## config.mk

```make
export PLATFORM = sky130hd
export DESIGN_NAME = contiguous_page_run_allocator
export DESIGN_NICKNAME = d
export VERILOG_FILES = /design/src/rtl/cpra_pkg.sv /design/src/rtl/cpra_bitmap_ram.sv /design/src/rtl/cpra_datapath.sv /design/src/rtl/cpra_ctrl.sv /design/src/rtl/contiguous_page_run_allocator.sv
export VERILOG_INCLUDE_DIRS = /design/src /design/src/rtl
export SDC_FILE = /design/constraint.sdc
export NUM_CORES = 2
export LEC_CHECK = 0
export BUFFER_PORTS_ARGS = -buffer_cell sky130_fd_sc_hd__buf_2
export CAP_MARGIN = 5
export CORE_MARGIN = 2
export CORE_UTILIZATION = 60
export CTS_BUF_LIST = sky130_fd_sc_hd__clkbuf_4 sky130_fd_sc_hd__clkbuf_8 sky130_fd_sc_hd__clkbuf_16
export DETAILED_ROUTE_END_ITERATION = 16
export PLACE_DENSITY_LB_ADDON = 0.12
export SLEW_MARGIN = 20
export SYNTH_ARGS = -nofsm -noshare
export SYNTH_HDL_FRONTEND = slang
export SYNTH_SLANG_ARGS = --single-unit
```

## constraint.sdc

```tcl
create_clock -name clock -period 22.3 [get_ports clock]
set_input_delay 2.23 -clock clock [delete_from_list [all_inputs] [get_ports clock]]
set_output_delay 2.23 -clock clock [all_outputs]
set_load 0.01 [all_outputs]
```

## src/rtl/assert_macros.svh

```systemverilog
// assertion helpers included by the rtl datapath
`ifndef ASSERT_MACROS_SVH
`define ASSERT_MACROS_SVH

// same-cycle implication
`define CPRA_ASSERT_IMP(label, clk, rst, ante, cons, msg) \
   label: assert property (@(posedge clk) disable iff (rst) (ante) |-> (cons)) \
      else $error(msg);

// next-cycle implication
`define CPRA_ASSERT_NXT(label, clk, rst, ante, cons, msg) \
   label: assert property (@(posedge clk) disable iff (rst) (ante) |=> (cons)) \
      else $error(msg);

`endif

```

## src/rtl/cpra_pkg.sv

```systemverilog
package cpra_pkg;

   localparam int WORD_BITS  = 32;
   localparam int LANE_BITS  = $clog2(WORD_BITS);
   localparam int PAGE_SHIFT = 12;
   localparam int COUNT_BITS = 13;
   localparam int ADDR_BITS  = 32;
   localparam int PAGES_REG_BITS = 13;
   localparam int CSR_INDEX_BITS = 2;
   localparam int DEFAULT_NUM_PAGES = 4096;

   localparam logic [CSR_INDEX_BITS-1:0] CSR_BASE_ADDRESS = 2'd0;
   localparam logic [CSR_INDEX_BITS-1:0] CSR_PAGES_IN_USE = 2'd1;

   localparam logic [ADDR_BITS-1:0]      RESET_BASE_ADDRESS = 32'hC010_0000;
   localparam logic [PAGES_REG_BITS-1:0] RESET_PAGES_IN_USE = 13'd4096;

   typedef enum logic {
      OP_ALLOC = 1'b0,
      OP_FREE  = 1'b1
   } op_type;

   typedef enum logic [1:0] {
      STATUS_DONE        = 2'd0,
      STATUS_NO_SPACE    = 2'd1,
      STATUS_BAD_REQUEST = 2'd2
   } status_type;

   typedef enum logic [2:0] {
      ST_CLEAR,
      ST_IDLE,
      ST_CHECK,
      ST_SCAN,
      ST_SETUP,
      ST_MARK,
      ST_RESP
   } state_type;

   typedef struct packed {
      logic       load_req;
      logic       clear_step;
      logic       scan_start;
      logic       scan_step;
      logic       latch_idx;
      logic       mark_setup;
      logic       mark_step;
      logic       rsp_load;
      status_type code;
   } cmd_type;

   typedef struct packed {
      logic clear_last;
      logic count_zero;
      logic too_big;
      logic free_bad;
      logic is_free;
      logic scan_hit;
      logic scan_end;
      logic mark_end;
      logic rsp_free;
   } stat_type;

endpackage

```

## src/rtl/cpra_bitmap_ram.sv

```systemverilog
module cpra_bitmap_ram #(
   parameter int DEPTH = 128,
   parameter int AW    = 7
) (
   input  logic                           clock,
   input  logic                           wr_en,
   input  logic [AW-1:0]                  wr_addr,
   input  logic [cpra_pkg::WORD_BITS-1:0] wr_data,
   input  logic [AW-1:0]                  rd_addr,
   output logic [cpra_pkg::WORD_BITS-1:0] rd_data
);

   logic [cpra_pkg::WORD_BITS-1:0] mem [DEPTH];
   logic [cpra_pkg::WORD_BITS-1:0] rd_data_ff;

   always_ff @(posedge clock) begin
      if (wr_en) begin
         mem[wr_addr] <= wr_data;
      end
      rd_data_ff <= mem[rd_addr];
   end

   assign rd_data = rd_data_ff;

endmodule

```

## src/rtl/cpra_datapath.sv

```systemverilog
`include "assert_macros.svh"

module cpra_datapath #(
   parameter int NUM_PAGES = cpra_pkg::DEFAULT_NUM_PAGES
) (
   input  logic                                 clock,
   input  logic                                 reset,
   input  cpra_pkg::cmd_type                    cmd,
   output cpra_pkg::stat_type                   stat,
   input  logic                                 req_operation,
   input  logic [cpra_pkg::COUNT_BITS-1:0]      req_page_count,
   input  logic [cpra_pkg::ADDR_BITS-1:0]       req_free_address,
   input  logic                                 csr_valid,
   input  logic [cpra_pkg::CSR_INDEX_BITS-1:0]  csr_index,
   input  logic [cpra_pkg::ADDR_BITS-1:0]       csr_data,
   input  logic                                 rsp_ready,
   output logic                                 rsp_valid,
   output logic [1:0]                           rsp_status,
   output logic [cpra_pkg::ADDR_BITS-1:0]       rsp_run_address
);

   localparam int W     = cpra_pkg::WORD_BITS;
   localparam int LB    = cpra_pkg::LANE_BITS;
   localparam int WORDS = (NUM_PAGES + W - 1) / W;
   localparam int WAW   = (WORDS > 1) ? $clog2(WORDS) : 1;
   localparam int XW    = WAW + LB;
   localparam int LW    = $clog2(NUM_PAGES + 1);
   localparam int RW    = $clog2(NUM_PAGES + W);
   localparam int CW    = ((RW > cpra_pkg::COUNT_BITS) ? RW : cpra_pkg::COUNT_BITS) + 1;
   localparam int IW    = cpra_pkg::ADDR_BITS - cpra_pkg::PAGE_SHIFT;
   localparam int SW    = IW + 1;

   // configuration and request registers
   logic [cpra_pkg::ADDR_BITS-1:0]      base_ff, base_in;
   logic [cpra_pkg::PAGES_REG_BITS-1:0] pages_ff, pages_in;
   cpra_pkg::op_type                    op_ff, op_in;
   logic [cpra_pkg::COUNT_BITS-1:0]     count_ff, count_in;
   logic [cpra_pkg::ADDR_BITS-1:0]      addr_ff, addr_in;

   // run bounds
   logic [XW-1:0] anchor_ff, anchor_in;
   logic [XW-1:0] first_ff, first_in;
   logic [XW-1:0] last_ff, last_in;

   // word pipeline over the bitmap ram
   logic [WAW-1:0] word_ff, word_in;
   logic           iss_ff, iss_in;
   logic           dv_ff, dv_in;
   logic [WAW-1:0] ev_ff, ev_in;
   logic [RW-1:0]  run_ff, run_in;

   // result register
   logic                           rsp_valid_ff, rsp_valid_in;
   cpra_pkg::status_type           rsp_status_ff, rsp_status_in;
   logic [cpra_pkg::ADDR_BITS-1:0] rsp_addr_ff, rsp_addr_in;

   logic           wr_en;
   logic [WAW-1:0] wr_addr;
   logic [W-1:0]   wr_data;
   logic [W-1:0]   rd_data;

   logic [LW-1:0]  limit;
   logic [XW-1:0]  lim_m1;
   logic [WAW-1:0] scan_last_word;
   logic [LB-1:0]  scan_last_lane;
   logic [WAW-1:0] stop_word;
   logic [XW-1:0]  cnt_x;
   logic [XW-1:0]  first_calc;
   logic [XW-1:0]  last_calc;

   logic                           below_base;
   logic [cpra_pkg::ADDR_BITS-1:0] addr_diff;
   logic [IW-1:0]                  page_idx;

   logic [W-1:0]  hit_vec;
   logic          any_hit;
   logic [LB-1:0] hit_lane;
   logic [RW-1:0] run_next;
   logic [W-1:0]  run_mask;

   cpra_bitmap_ram #(
      .DEPTH (WORDS),
      .AW    (WAW)
   ) u_ram (
      .clock   (clock),
      .wr_en   (wr_en),
      .wr_addr (wr_addr),
      .wr_data (wr_data),
      .rd_addr (word_ff),
      .rd_data (rd_data)
   );

   // managed size and its last page
   always_comb begin
      if (CW'(pages_ff) > CW'(NUM_PAGES)) begin
         limit = LW'(NUM_PAGES);
      end else begin
         limit = LW'(pages_ff);
      end
      lim_m1         = XW'(limit) - XW'(1);
      scan_last_word = lim_m1[XW-1:LB];
      scan_last_lane = lim_m1[LB-1:0];
      cnt_x          = XW'(count_ff);
      stop_word      = cmd.mark_step ? last_ff[XW-1:LB] : scan_last_word;
   end

   // free range check
   always_comb begin
      below_base = addr_ff < base_ff;
      addr_diff  = addr_ff - base_ff;
      page_idx   = addr_diff[cpra_pkg::ADDR_BITS-1:cpra_pkg::PAGE_SHIFT];
   end

   // per-lane run detection on one bitmap word
   always_comb begin
      logic [W-1:0]  fr;
      logic          nz [LB+1][W];
      logic [LB-1:0] zp [LB+1][W];
      logic [CW-1:0] need;
      int            s;
      for (int j = 0; j < W; j++) begin
         fr[j]    = ~rd_data[j] & ((ev_ff != scan_last_word) || (LB'(j) <= scan_last_lane));
         nz[0][j] = ~fr[j];
         zp[0][j] = LB'(j);
      end
      // nearest used page at or below each lane, doubling span each level
      for (int k = 0; k < LB; k++) begin
         s = 1 << k;
         for (int j = 0; j < W; j++) begin
            if (!nz[k][j] && (j >= s)) begin
               nz[k+1][j] = nz[k][(j >= s) ? j - s : 0];
               zp[k+1][j] = zp[k][(j >= s) ? j - s : 0];
            end else begin
               nz[k+1][j] = nz[k][j];
               zp[k+1][j] = zp[k][j];
            end
         end
      end
      need = CW'(count_ff) - CW'(run_ff);
      for (int j = 0; j < W; j++) begin
         if (nz[LB][j]) begin
            hit_vec[j] = CW'(LB'(j) - zp[LB][j]) >= CW'(count_ff);
         end else begin
            hit_vec[j] = CW'(j + 1) >= need;
         end
      end
      hit_lane = '0;
      for (int j = W - 1; j >= 0; j--) begin
         if (hit_vec[j]) begin
            hit_lane = LB'(j);
         end
      end
      any_hit = |hit_vec;
      if (nz[LB][W-1]) begin
         run_next = RW'(LB'(W - 1) - zp[LB][W-1]);
      end else begin
         run_next = run_ff + RW'(W);
      end
   end

   // run bounds and the write mask of the word in flight
   always_comb begin
      logic [LB-1:0] lo;
      logic [LB-1:0] hi;
      if (op_ff == cpra_pkg::OP_ALLOC) begin
         first_calc = anchor_ff + XW'(1) - cnt_x;
         last_calc  = anchor_ff;
      end else begin
         first_calc = anchor_ff;
         last_calc  = anchor_ff + cnt_x - XW'(1);
      end
      lo = (ev_ff == first_ff[XW-1:LB]) ? first_ff[LB-1:0] : '0;
      hi = (ev_ff == last_ff[XW-1:LB]) ? last_ff[LB-1:0] : '1;
      run_mask = ({W{1'b1}} << lo) & ({W{1'b1}} >> (LB'(W - 1) - hi));
   end

   always_comb begin
      wr_en   = cmd.clear_step || (cmd.mark_step && dv_ff);
      wr_addr = cmd.clear_step ? word_ff : ev_ff;
      if (cmd.clear_step) begin
         wr_data = '0;
      end else if (op_ff == cpra_pkg::OP_ALLOC) begin
         wr_data = rd_data | run_mask;
      end else begin
         wr_data = rd_data & ~run_mask;
      end
   end

   always_comb begin
      stat.clear_last = word_ff == WAW'(WORDS - 1);
      stat.count_zero = count_ff == '0;
      stat.too_big    = CW'(count_ff) > CW'(limit);
      stat.free_bad   = below_base || ((SW'(page_idx) + SW'(count_ff)) > SW'(limit));
      stat.is_free    = op_ff == cpra_pkg::OP_FREE;
      stat.scan_hit   = dv_ff && any_hit;
      stat.scan_end   = dv_ff && (ev_ff == scan_last_word) && !any_hit;
      stat.mark_end   = dv_ff && (ev_ff == last_ff[XW-1:LB]);
      stat.rsp_free   = !rsp_valid_ff || rsp_ready;
   end

   always_comb begin
      base_in       = base_ff;
      pages_in      = pages_ff;
      op_in         = op_ff;
      count_in      = count_ff;
      addr_in       = addr_ff;
      anchor_in     = anchor_ff;
      first_in      = first_ff;
      last_in       = last_ff;
      word_in       = word_ff;
      iss_in        = iss_ff;
      dv_in         = dv_ff;
      ev_in         = ev_ff;
      run_in        = run_ff;
      rsp_valid_in  = rsp_valid_ff;
      rsp_status_in = rsp_status_ff;
      rsp_addr_in   = rsp_addr_ff;

      if (csr_valid) begin
         case (csr_index)
            cpra_pkg::CSR_BASE_ADDRESS: base_in  = csr_data;
            cpra_pkg::CSR_PAGES_IN_USE: pages_in = csr_data[cpra_pkg::PAGES_REG_BITS-1:0];
            default: ;
         endcase
      end

      if (cmd.load_req) begin
         op_in    = cpra_pkg::op_type'(req_operation);
         count_in = req_page_count;
         addr_in  = req_free_address;
      end

      if (cmd.clear_step) begin
         word_in = word_ff + WAW'(1);
      end

      if (cmd.scan_start) begin
         word_in = '0;
         iss_in  = 1'b1;
         dv_in   = 1'b0;
         run_in  = '0;
      end

      if (cmd.latch_idx) begin
         anchor_in = page_idx[XW-1:0];
      end

      if (cmd.mark_setup) begin
         first_in = first_calc;
         last_in  = last_calc;
         word_in  = first_calc[XW-1:LB];
         iss_in   = 1'b1;
         dv_in    = 1'b0;
      end

      // one word read per cycle, evaluated in the next cycle
      if (cmd.scan_step || cmd.mark_step) begin
         dv_in = iss_ff;
         ev_in = word_ff;
         if (iss_ff) begin
            if (word_ff == stop_word) begin
               iss_in = 1'b0;
            end else begin
               word_in = word_ff + WAW'(1);
            end
         end
      end

      if (cmd.scan_step && dv_ff) begin
         if (any_hit) begin
            anchor_in = {ev_ff, hit_lane};
         end else begin
            run_in = run_next;
         end
      end

      if (cmd.rsp_load) begin
         rsp_valid_in  = 1'b1;
         rsp_status_in = cmd.code;
         if ((cmd.code == cpra_pkg::STATUS_DONE) && (op_ff == cpra_pkg::OP_ALLOC)) begin
            rsp_addr_in = base_ff +
               (cpra_pkg::ADDR_BITS'(first_ff) << cpra_pkg::PAGE_SHIFT);
         end else begin
            rsp_addr_in = '0;
         end
      end else if (rsp_ready) begin
         rsp_valid_in = 1'b0;
      end
   end

   always_ff @(posedge clock) begin
      if (reset) begin
         base_ff      <= cpra_pkg::RESET_BASE_ADDRESS;
         pages_ff     <= cpra_pkg::RESET_PAGES_IN_USE;
         word_ff      <= '0;
         iss_ff       <= 1'b0;
         dv_ff        <= 1'b0;
         rsp_valid_ff <= 1'b0;
      end else begin
         base_ff      <= base_in;
         pages_ff     <= pages_in;
         word_ff      <= word_in;
         iss_ff       <= iss_in;
         dv_ff        <= dv_in;
         rsp_valid_ff <= rsp_valid_in;
      end
   end

   always_ff @(posedge clock) begin
      op_ff         <= op_in;
      count_ff      <= count_in;
      addr_ff       <= addr_in;
      anchor_ff     <= anchor_in;
      first_ff      <= first_in;
      last_ff       <= last_in;
      ev_ff         <= ev_in;
      run_ff        <= run_in;
      rsp_status_ff <= rsp_status_in;
      rsp_addr_ff   <= rsp_addr_in;
   end

   assign rsp_valid       = rsp_valid_ff;
   assign rsp_status      = rsp_status_ff;
   assign rsp_run_address = rsp_addr_ff;

   `CPRA_ASSERT_IMP(a_mark_in_run, clock, reset, cmd.mark_step && dv_ff,
      (ev_ff >= first_ff[XW-1:LB]) && (ev_ff <= last_ff[XW-1:LB]),
      "mark write outside the run")
   `CPRA_ASSERT_IMP(a_scan_run_short, clock, reset, cmd.scan_step && dv_ff,
      CW'(run_ff) < CW'(count_ff), "carried run already covers the count")
   `CPRA_ASSERT_NXT(a_run_ordered, clock, reset, cmd.mark_setup,
      first_ff <= last_ff, "run start beyond run end")
   `CPRA_ASSERT_IMP(a_rsp_no_overwrite, clock, reset, cmd.rsp_load,
      !rsp_valid_ff || rsp_ready, "result overwritten before taken")

endmodule

```

## src/rtl/cpra_ctrl.sv

```systemverilog
module cpra_ctrl (
   input  logic               clock,
   input  logic               reset,
   input  logic               req_valid,
   output logic               req_ready,
   output cpra_pkg::cmd_type  cmd,
   input  cpra_pkg::stat_type stat
);

   cpra_pkg::state_type  state_ff, state_in;
   cpra_pkg::status_type code_ff, code_in;

   always_ff @(posedge clock) begin
      if (reset) begin
         state_ff <= cpra_pkg::ST_CLEAR;
      end else begin
         state_ff <= state_in;
      end
   end

   always_ff @(posedge clock) begin
      code_ff <= code_in;
   end

   always_comb begin
      state_in  = state_ff;
      code_in   = code_ff;
      req_ready = 1'b0;
      cmd       = '0;
      cmd.code  = code_ff;

      case (state_ff)
         cpra_pkg::ST_CLEAR: begin
            cmd.clear_step = 1'b1;
            if (stat.clear_last) begin
               state_in = cpra_pkg::ST_IDLE;
            end
         end
         cpra_pkg::ST_IDLE: begin
            req_ready = 1'b1;
            if (req_valid) begin
               cmd.load_req = 1'b1;
               state_in     = cpra_pkg::ST_CHECK;
            end
         end
         cpra_pkg::ST_CHECK: begin
            if (stat.count_zero) begin
               code_in  = cpra_pkg::STATUS_BAD_REQUEST;
               state_in = cpra_pkg::ST_RESP;
            end else if (!stat.is_free) begin
               if (stat.too_big) begin
                  code_in  = cpra_pkg::STATUS_NO_SPACE;
                  state_in = cpra_pkg::ST_RESP;
               end else begin
                  cmd.scan_start = 1'b1;
                  state_in       = cpra_pkg::ST_SCAN;
               end
            end else if (stat.free_bad) begin
               code_in  = cpra_pkg::STATUS_BAD_REQUEST;
               state_in = cpra_pkg::ST_RESP;
            end else begin
               cmd.latch_idx = 1'b1;
               state_in      = cpra_pkg::ST_SETUP;
            end
         end
         cpra_pkg::ST_SCAN: begin
            cmd.scan_step = 1'b1;
            if (stat.scan_hit) begin
               state_in = cpra_pkg::ST_SETUP;
            end else if (stat.scan_end) begin
               code_in  = cpra_pkg::STATUS_NO_SPACE;
               state_in = cpra_pkg::ST_RESP;
            end
         end
         cpra_pkg::ST_SETUP: begin
            cmd.mark_setup = 1'b1;
            state_in       = cpra_pkg::ST_MARK;
         end
         cpra_pkg::ST_MARK: begin
            cmd.mark_step = 1'b1;
            if (stat.mark_end) begin
               code_in  = cpra_pkg::STATUS_DONE;
               state_in = cpra_pkg::ST_RESP;
            end
         end
         cpra_pkg::ST_RESP: begin
            // wait here only while the previous result is still unclaimed
            if (stat.rsp_free) begin
               cmd.rsp_load = 1'b1;
               state_in     = cpra_pkg::ST_IDLE;
            end
         end
         default: begin
            state_in = cpra_pkg::ST_IDLE;
         end
      endcase
   end

endmodule

```

## src/rtl/contiguous_page_run_allocator.sv

```systemverilog
// channel   ports                                                 direction
// req       req_valid/ready, operation, page_count, free_address  in
// rsp       rsp_valid/ready, status, run_address                  out
// csr       csr_valid/ready, index, data                          in
//
// after reset a clearing pass zeroes every bitmap word, one word per cycle, with req_ready low;
// csr writes are always taken. allocate: check, scan for a free run, setup, then a mark pass
// that sets the run's bits; free: check, setup, then a mark pass that clears the run's bits;
// zero count, oversize or bad range go from check straight to the result
// the rate is set by the bitmap ram, one 32-page word read per cycle
// a new transaction is taken while the last result waits; a stalled rsp holds the next in RESP
module contiguous_page_run_allocator #(
   parameter int NUM_PAGES = cpra_pkg::DEFAULT_NUM_PAGES
) (
   input  logic                                clock,
   input  logic                                reset,
   input  logic                                req_valid,
   output logic                                req_ready,
   input  logic                                req_operation,
   input  logic [cpra_pkg::COUNT_BITS-1:0]     req_page_count,
   input  logic [cpra_pkg::ADDR_BITS-1:0]      req_free_address,
   output logic                                rsp_valid,
   input  logic                                rsp_ready,
   output logic [1:0]                          rsp_status,
   output logic [cpra_pkg::ADDR_BITS-1:0]      rsp_run_address,
   input  logic                                csr_valid,
   output logic                                csr_ready,
   input  logic [cpra_pkg::CSR_INDEX_BITS-1:0] csr_index,
   input  logic [cpra_pkg::ADDR_BITS-1:0]      csr_data
);

   cpra_pkg::cmd_type  cmd;
   cpra_pkg::stat_type stat;

   assign csr_ready = 1'b1;

   cpra_ctrl u_ctrl (
      .clock     (clock),
      .reset     (reset),
      .req_valid (req_valid),
      .req_ready (req_ready),
      .cmd       (cmd),
      .stat      (stat)
   );

   cpra_datapath #(
      .NUM_PAGES (NUM_PAGES)
   ) u_datapath (
      .clock            (clock),
      .reset            (reset),
      .cmd              (cmd),
      .stat             (stat),
      .req_operation    (req_operation),
      .req_page_count   (req_page_count),
      .req_free_address (req_free_address),
      .csr_valid        (csr_valid),
      .csr_index        (csr_index),
      .csr_data         (csr_data),
      .rsp_ready        (rsp_ready),
      .rsp_valid        (rsp_valid),
      .rsp_status       (rsp_status),
      .rsp_run_address  (rsp_run_address)
   );

endmodule
```

### Yosys cells after proc, flatten, opt, wreduce, memory -nomap -nowiden

Memory sizes are Yosys's and may differ from the RTL's. A register that Yosys moved wholly into a read port is not among the register bits.
Cells that the tools add are included.

| word-level totals | value |
|---|---|
| bits in writable memories | 4096 |
| word-level logic and storage cells | 737 |
| bits of input ports | 85 |
| memories kept | 1 |
| bits in registers | 196 |
| output and inout bits | 37 |

Memory list:

| name | depth | width | read ports | clocked after Yosys merged registers in | write ports | line | RTL |
|---|---|---|---|---|---|---|---|
| u_datapath.u_ram.mem | 128 | 32 | 1 | 1 | 1 | cpra_bitmap_ram.sv:13 | `logic [cpra_pkg::WORD_BITS-1:0] mem [DEPTH];` |

| cells by class | value |
|---|---|
| magnitude comparators | 100 |
| multiplexer cells | 392 |
| shifts and indexed selects | 2 |
| equality and inequality tests | 22 |
| reduce and logical (&&, ||, !) cells | 57 |
| bitwise gates (word level) | 101 |
| add/subtract/negate cells | 44 |

Operators by type and width:

| cell | count |
|---|---|
| $mux W5 | 133 |
| $ge A14 B13 Y1 | 31 |
| $ge A5 B14 Y1 const A | 16 |
| $mux W1 | 206 |
| $ge A4 B14 Y1 const A | 8 |
| $sub A5 B5 Y6 const A | 17 |
| $le A5 B5 Y1 const A | 16 |
| $mux W13 | 5 |
| $not A1 Y1 | 65 |
| $and A32 B32 Y32 | 2 |
| $mux W32 | 2 |
| $mux W12 | 5 |
| $ge A3 B14 Y1 const A | 4 |
| $mux W7 | 8 |
| $sub A4 B5 Y6 const A | 8 |
| $le A4 B5 Y1 const A | 8 |
| $mux W3 | 13 |
| $logic_or A1 B1 Y1 | 36 |
| $add A32 B24 Y32 | 1 |
| $and A1 B1 Y1 | 32 |
| $lt A32 B32 Y1 | 1 |
| $mux W2 | 16 |
| $not A32 Y32 | 1 |
| $or A32 B32 Y32 | 1 |
| 50 further kinds | 83 |

### Logic depth before layout (Yosys ltp)

| logic depth | value |
|---|---|
| word-level depth | 49 |
| gate-level depth with buffers | 40 |
| gate-level depth less buffers | 35 |

### Modules after synthesis

From an unflattened synthesis, not the netlist that was laid out.

| unflattened totals | value |
|---|---|
| cells, all modules | 9169 |
| area total of the unflattened synthesis | 181793.1 um^2 |

Modules (own cells, without submodules):

| module | sequential area each (um^2) | cells an instance | instances | area each (um^2) |
|---|---|---|---|---|
| cpra_bitmap_ram | 123638.6 | 5990 | 1 | 156276.1 |
| cpra_datapath | 4984.8 | 3123 | 1 | 25061.5 |
| cpra_ctrl | 120.1 | 54 | 1 | 444.2 |
| contiguous_page_run_allocator | 0.0 | 2 | 1 | 11.3 |

### Least setup slack after synthesis

No wires, ideal clock.

| timing | value |
|---|---|
| path type | register to register |
| start point | register u_datapath.ev_ff[3] |
| end point | memory u_datapath.u_ram.mem[0][3] (netlist bit) (data pin) |
| setup time | 1.229 ns |
| cell stages (with the launch flop) | 12 |
| setup slack | 13.391 ns |
| clock period less this slack | 8.909 ns |
| data required time | 21.071 ns |
| arrival time | 7.680 ns |
| buffers on the path | 3 |
| cells stage by stage | edfxtp_1 -> clkbuf_1 -> xnor2_1 -> nand4_1 -> nor4_1 -> and2_0 -> clkbuf_1 -> or2_2 -> clkbuf_1 -> nand2b_1 -> a21oi_1 -> a211oi_1 |

| on the way | value |
|---|---|
| longest elaborated chain between the ends | 9 |
| elaborated cells between the ends (all ways) | 13 |
| classes of those cells | add/sub: 1; eq/ne: 2; shift: 2; mux: 4; bitwise: 4 |

RTL lines:

| element | line | RTL |
|---|---|---|
| start: declaration | cpra_datapath.sv:49 | `logic [WAW-1:0] ev_ff, ev_in;` |
| start signal: assignment | cpra_datapath.sv:316 | `ev_ff <= ev_in;` |
| $eq A7 B7 Y1 | cpra_datapath.sv:173 | `hi = (ev_ff == last_ff[XW-1:LB]) ? last_ff[LB-1:0] : '1;` |
| $mux W5 | cpra_datapath.sv:173 |  |
| $sub A5 B5 Y5 | cpra_datapath.sv:174 | `run_mask = ({W{1'b1}} << lo) & ({W{1'b1}} >> (LB'(W - 1) - hi));` |
| $shr A32 B5 Y32 | cpra_datapath.sv:174 |  |
| $and A32 B32 Y32 * | cpra_datapath.sv:174 |  |
| $not A32 Y32 | cpra_datapath.sv:185 | `wr_data = rd_data & ~run_mask;` |
| $and A32 B32 Y32 | cpra_datapath.sv:185 |  |
| $mux W32 * | cpra_datapath.sv:182 | `end else if (op_ff == cpra_pkg::OP_ALLOC) begin` |
| $mux W32 * | cpra_datapath.sv:180 | `if (cmd.clear_step) begin` |
| via u_datapath.u_ram.wr_data, one bit | cpra_bitmap_ram.sv:8 | `input logic [cpra_pkg::WORD_BITS-1:0] wr_data,` |
| end: declaration | cpra_bitmap_ram.sv:13 |  |

The timed path passes the listed nets; every way through them passes the cells marked *.

### Worst setup path in the final report

| timing | value |
|---|---|
| start point | register u_datapath.pages_ff[12] (netlist bit) |
| end point | register u_datapath.run_ff[2] (data pin) |

| on the way | value |
|---|---|
| longest elaborated chain between the ends | 18 |
| elaborated cells between the ends (all ways) | 495 |
| classes of those cells | add/sub: 33; order compare: 65; eq/ne: 1; mux: 299; bitwise: 64; reduce/logical: 33 |

RTL lines:

| element | line | RTL |
|---|---|---|
| start: declaration | cpra_datapath.sv:35 | `logic [cpra_pkg::PAGES_REG_BITS-1:0] pages_ff, pages_in;` |
| start signal: assignment | cpra_datapath.sv:294 | `pages_ff <= cpra_pkg::RESET_PAGES_IN_USE;` |
| start signal: assignment | cpra_datapath.sv:301 | `pages_ff <= pages_in;` |
| $gt A13 B13 Y1 | cpra_datapath.sv:95 | `if (CW'(pages_ff) > CW'(NUM_PAGES)) begin` |
| $mux W13 * | cpra_datapath.sv:95 |  |
| $sub A12 B1 Y12 | cpra_datapath.sv:100 | `lim_m1 = XW'(limit) - XW'(1);` |
| $le A3 B5 Y1 (tied with other cells) | cpra_datapath.sv:122 | `fr[j] = ~rd_data[j] & ((ev_ff != scan_last_word) \|\| (LB'(j) <= scan_last_lane));` |
| $logic_or A1 B1 Y1 | cpra_datapath.sv:122 |  |
| $and A1 B1 Y1 | cpra_datapath.sv:122 |  |
| $not A1 Y1 | cpra_datapath.sv:123 | `nz[0][j] = ~fr[j];` |
| $mux W1 | cpra_datapath.sv:130 | `if (!nz[k][j] && (j >= s)) begin` |
| $mux W5 / $mux W1 (equally long branches) (3 in a row) | cpra_datapath.sv:130 |  |
| $mux W5 | cpra_datapath.sv:130 |  |
| $sub A5 B5 Y6, on equally long branches | cpra_datapath.sv:142, cpra_datapath.sv:155 |  |
| $ge A14 B13 Y1 | cpra_datapath.sv:142 | `hit_vec[j] = CW'(LB'(j) - zp[LB][j]) >= CW'(count_ff);` |
| $mux W1 | cpra_datapath.sv:141 | `if (nz[LB][j]) begin` |
| $reduce_or A32 Y1 | cpra_datapath.sv:153 | `any_hit = \|hit_vec;` |
| $mux W13 | cpra_datapath.sv:270 | `if (any_hit) begin` |
| $mux W13 * | cpra_datapath.sv:269 | `if (cmd.scan_step && dv_ff) begin` |
| via u_datapath.run_in[2] | cpra_datapath.sv:50 | `logic [RW-1:0] run_ff, run_in;` |
| end signal: assignment | cpra_datapath.sv:317 | `run_ff <= run_in;` |
| end: declaration | cpra_datapath.sv:50 |  |

Marked as above.
A chain may end at the register's enable or synchronous reset.

==> results.tsv <==
stage	metric	value	unit
synthesis	muxShareOfSynthArea	17.1	%
power_and_ir_drop	switchingPower	7430	uW
synthesis	yosys.area_share.simple	3.25	%
timing	finalMaxSlewViolations	0	
placement	finalWeightedCongestion	0.945	
setup_path	critPathArrivalTime	11.58	ns
status	outcome	finished, final reports clean	
floorplanning	boundaryPins	122	
synthesis	synth_edf_count	4214	
power_and_ir_drop	p_per_area	118	nW/um2
clocking	clk_pin_slew	0.06	ns
clocking	cts_tree	done	
clocking	htree_levels	5	
route	drc	0	
setup_path	cp-end-kind	flop	
synthesis	synthTopCellsByCount	edfxtp_1, mux4_2, ha_1, nor2_1, nand2_1	
power_and_ir_drop	swShare	30.9	%
synthesis	synth_top_family_by_area	multiplexers	
timing	max_slew_margin	16.2	%
floorplanning	start_util	60.4	%
synthesis	ys_warn_count	0	
layout	layout-drive-gt1-share	27.4	%
synthesis	synth_compound_area_share	3.50	%
setup_path	worstPathRequired	22.91	ns
timing	setup_viol	0	
clocking	cts_resized	0	
route	routed_wl	506000	um
placement	place_hpwl	299000	um
synthesis	avgSynthCellArea	19.9	um2
route	antenna_left	0	
global_route	grt-ovfl-total	0	
floorplanning	die_w	554	um
global_route	track_usage	33.2	%
global_route	antenna_found_initial	28	
clocking	cts_made_buffers	423	
synthesis	synthAdderAreaFrac	3.32	%
synthesis	yosys.area.top_type	edfxtp_1	
flow_run	drv_cap	0	
layout	final-seq-area	129000	um2
clocking	holdBufCountCts	0	
route	via_count	96843	
timing	hold_violations	0	
floorplanning	die_area	307000	um2
synthesis	ys_seq_elements	4324	
route	wl_per_cell	36.1	um
timing	clock_skew	0.119	ns
placement	portBuffers	120	
timing	finalCritPeriodShare	49.2	%
synthesis	yosysSeqAreaShare	71.0	%
clocking	insertion_delay	1.00	ns
synthesis	synthXorXnorAreaFrac	0.555	%
timing	finalCriticalPeriod	10.97	ns
layout	fin_util	67.9	%
setup_path	slowest_delay	1.11	ns
timing	grt_setup_unrepaired	false	
clocking	postCtsSetupRepairBufs	0	
clocking	cts.sinks	4324	
synthesis	syn_inst	9140	
power_and_ir_drop	leakage	0.0667	uW
timing	tightest_slew	1.24	ns
worst_hold_path	hold_class	reg2reg	
synthesis	netlist-cell-type-count	111	
route	drt-initial-drc-count	13002	
clocking	clk_path_buf_depth	4	
synthesis	synthArstFlopShare	0	%
layout	fillers	18875	
synthesis	synth_flop_cell	edfxtp_1	
synthesis	synth.most_common_cell	edfxtp_1	
setup_path	worstSetupPathType	reg2reg	
power_and_ir_drop	p_total	24100	uW
floorplanning	rows	201	
layout	nets	10268	
power_and_ir_drop	clockPowerShare	30.1	%
global_route	grt_start_max_net_pins	161	
global_route	grt_pass1_vias	96451	
placement	dp_cells	13229	
timing	worst_slack	11.33	ns
global_route	grt_pass1_wl	718000	um
clocking	root_buffer	clkbuf_16	
route	avgViaCountPerCell	6.90	
timing	finalSetupTns	0	ns
placement	preCtsSetupSlack	11.66	ns
layout	area_growth	12.4	%
power_and_ir_drop	seq_power_share	41.2	%
power_and_ir_drop	power.share.combinational	28.7	%
timing	fmax	0.0912	GHz
layout	multi_input_area	52100	um2
power_and_ir_drop	peakVddDrop	0.123	mV
synthesis	synth_top_cell_area_share	69.7	%
synthesis	syn_area	181000	um2
floorplanning	fp.coreArea	300000	um2
floorplanning	fp.dieH	554	um
layout	stdcell_count	14033	
route	dr.pass1.iters	6	
synthesis	synth.area.top_cells	edfxtp_1, mux4_2, ha_1, dfxtp_1, nor2_1	
setup_path	cp-start-kind	flop	
setup_path	cp_max_fo	33	
power_and_ir_drop	p_int	16600	uW
setup_path	cp_slowest_cell	o21ai_0	
==> critical path, delay by kind of cell, from the launching register on <==
family                   cells  cell delay, ns
AND/OR/NAND/NOR              9            2.95
XOR/XNOR                     1            0.20
multiplexers                 1            0.13
adder cells (fa/ha/maj)      3            1.12
AO/OA/AOI/OAI               13            4.33
flip-flops                   1            0.80
buffers and inverters        4            1.11
==> final timing paths <==
kind              slack [ns]               endpoint  cells after the start                    start
setup / recovery       11.33   u_datapath.run_ff[2]                     31  u_datapath.pages_ff[12]
hold / removal          0.45  u_datapath.base_ff[8]                      2    u_datapath.base_ff[8]
hold reg to reg         0.45  u_datapath.base_ff[8]                      2    u_datapath.base_ff[8]
setup reg to reg       11.33   u_datapath.run_ff[2]                     31  u_datapath.pages_ff[12]
==> cell usage in the layout (no fill, tap or decap), drive strengths merged, types with 15 or more instances in the layout <==
cell type / instances
nor3: 77
nand2: 333
dfxtp: 110
mux2: 38
edfxtp: 4214
o21bai: 20
o21a: 39
or4: 15
a31oi: 41
xnor2: 70
xor2: 45
o21ai: 203
a21oi: 232
mux2i: 25
buf: 432
or2: 23
and2: 21
ha: 473
nor2b: 42
o211ai: 18
a211oi: 60
clkbuf: 515
nand4: 41
a21boi: 16
nand3: 80
nor4: 36
bufinv: 47
and3: 20
inv: 220
o31ai: 17
conb: 135
nor2: 407
a21o: 120
nand2b: 63
mux4: 1344
clkinv: 194
or3: 29
==> final cells by class <==
type	count	share of cell area [%]
Antenna cell	14	0.0172
Clock buffer	515	5.57
Clock inverter	266	1.36
Inverter	207	0.381
Multi-Input combinational cell	4317	25.6
Sequential cell	4324	63.1
Tap cell	3958	2.43
Timing Repair Buffer	432	1.56
==> cells by family (layout without fill, tap and decap cells) <==
| logic type | Yosys count | in the layout |
|---|---|---|
| buf+inv | 632 | 1420 |
| simple gates | 1235 | 1235 |
| mux | 1407 | 1407 |
| compound gates | 947 | 947 |
| xor+xnor | 115 | 115 |
| fa+ha+maj | 478 | 478 |
| flops | 4324 | 4324 |
| other cells | 2 | 149 |
==> flip-flops by register name, indices dropped and copies added (netlist names), 13 cells and up <==
name and flops:
u_datapath.u_ram.mem 4096, u_datapath.base_ff 32, u_datapath.pages_ff 13, u_datapath.u_ram.rd_data 32, u_datapath.rsp_run_address 32, u_datapath.addr_ff 32
u_datapath.count_ff 13, u_datapath.run_ff 13
==> metrics by stage <==
stage	hold slack, ns	cell area [um2]
detailed placement	0.447	190000
global route	0.477	204000
finish	0.455	204000
floorplan	0.406	182000
CTS	0.455	204000
global placement	0.444	190000
==> routing by layer <==
| layer | global-route usage (%) | share of wire [%] |
|---|---|---|
| met5 | 0 | 0.019 |
| met4 | 12.5 | 4.3 |
| met3 | 5.64 | 9.3 |
| met2 | 52.4 | 48 |
| met1 | 47.2 | 39 |
==> power by group through the flow <==
| stage | registers, uW | logic [uW] | clock network [uW] |
|---|---|---|---|
| after floorplan | 10100 | 4340 | 0 |
| after global placement | 10100 | 6740 | 0 |
| after detailed placement | 10100 | 6840 | 0 |
| after CTS | 9900 | 6880 | 7320 |
| after global routing | 9920 | 7290 | 7620 |
| final | 9910 | 6910 | 7240 |
Note: power is estimated with default switching activity, not from simulation.
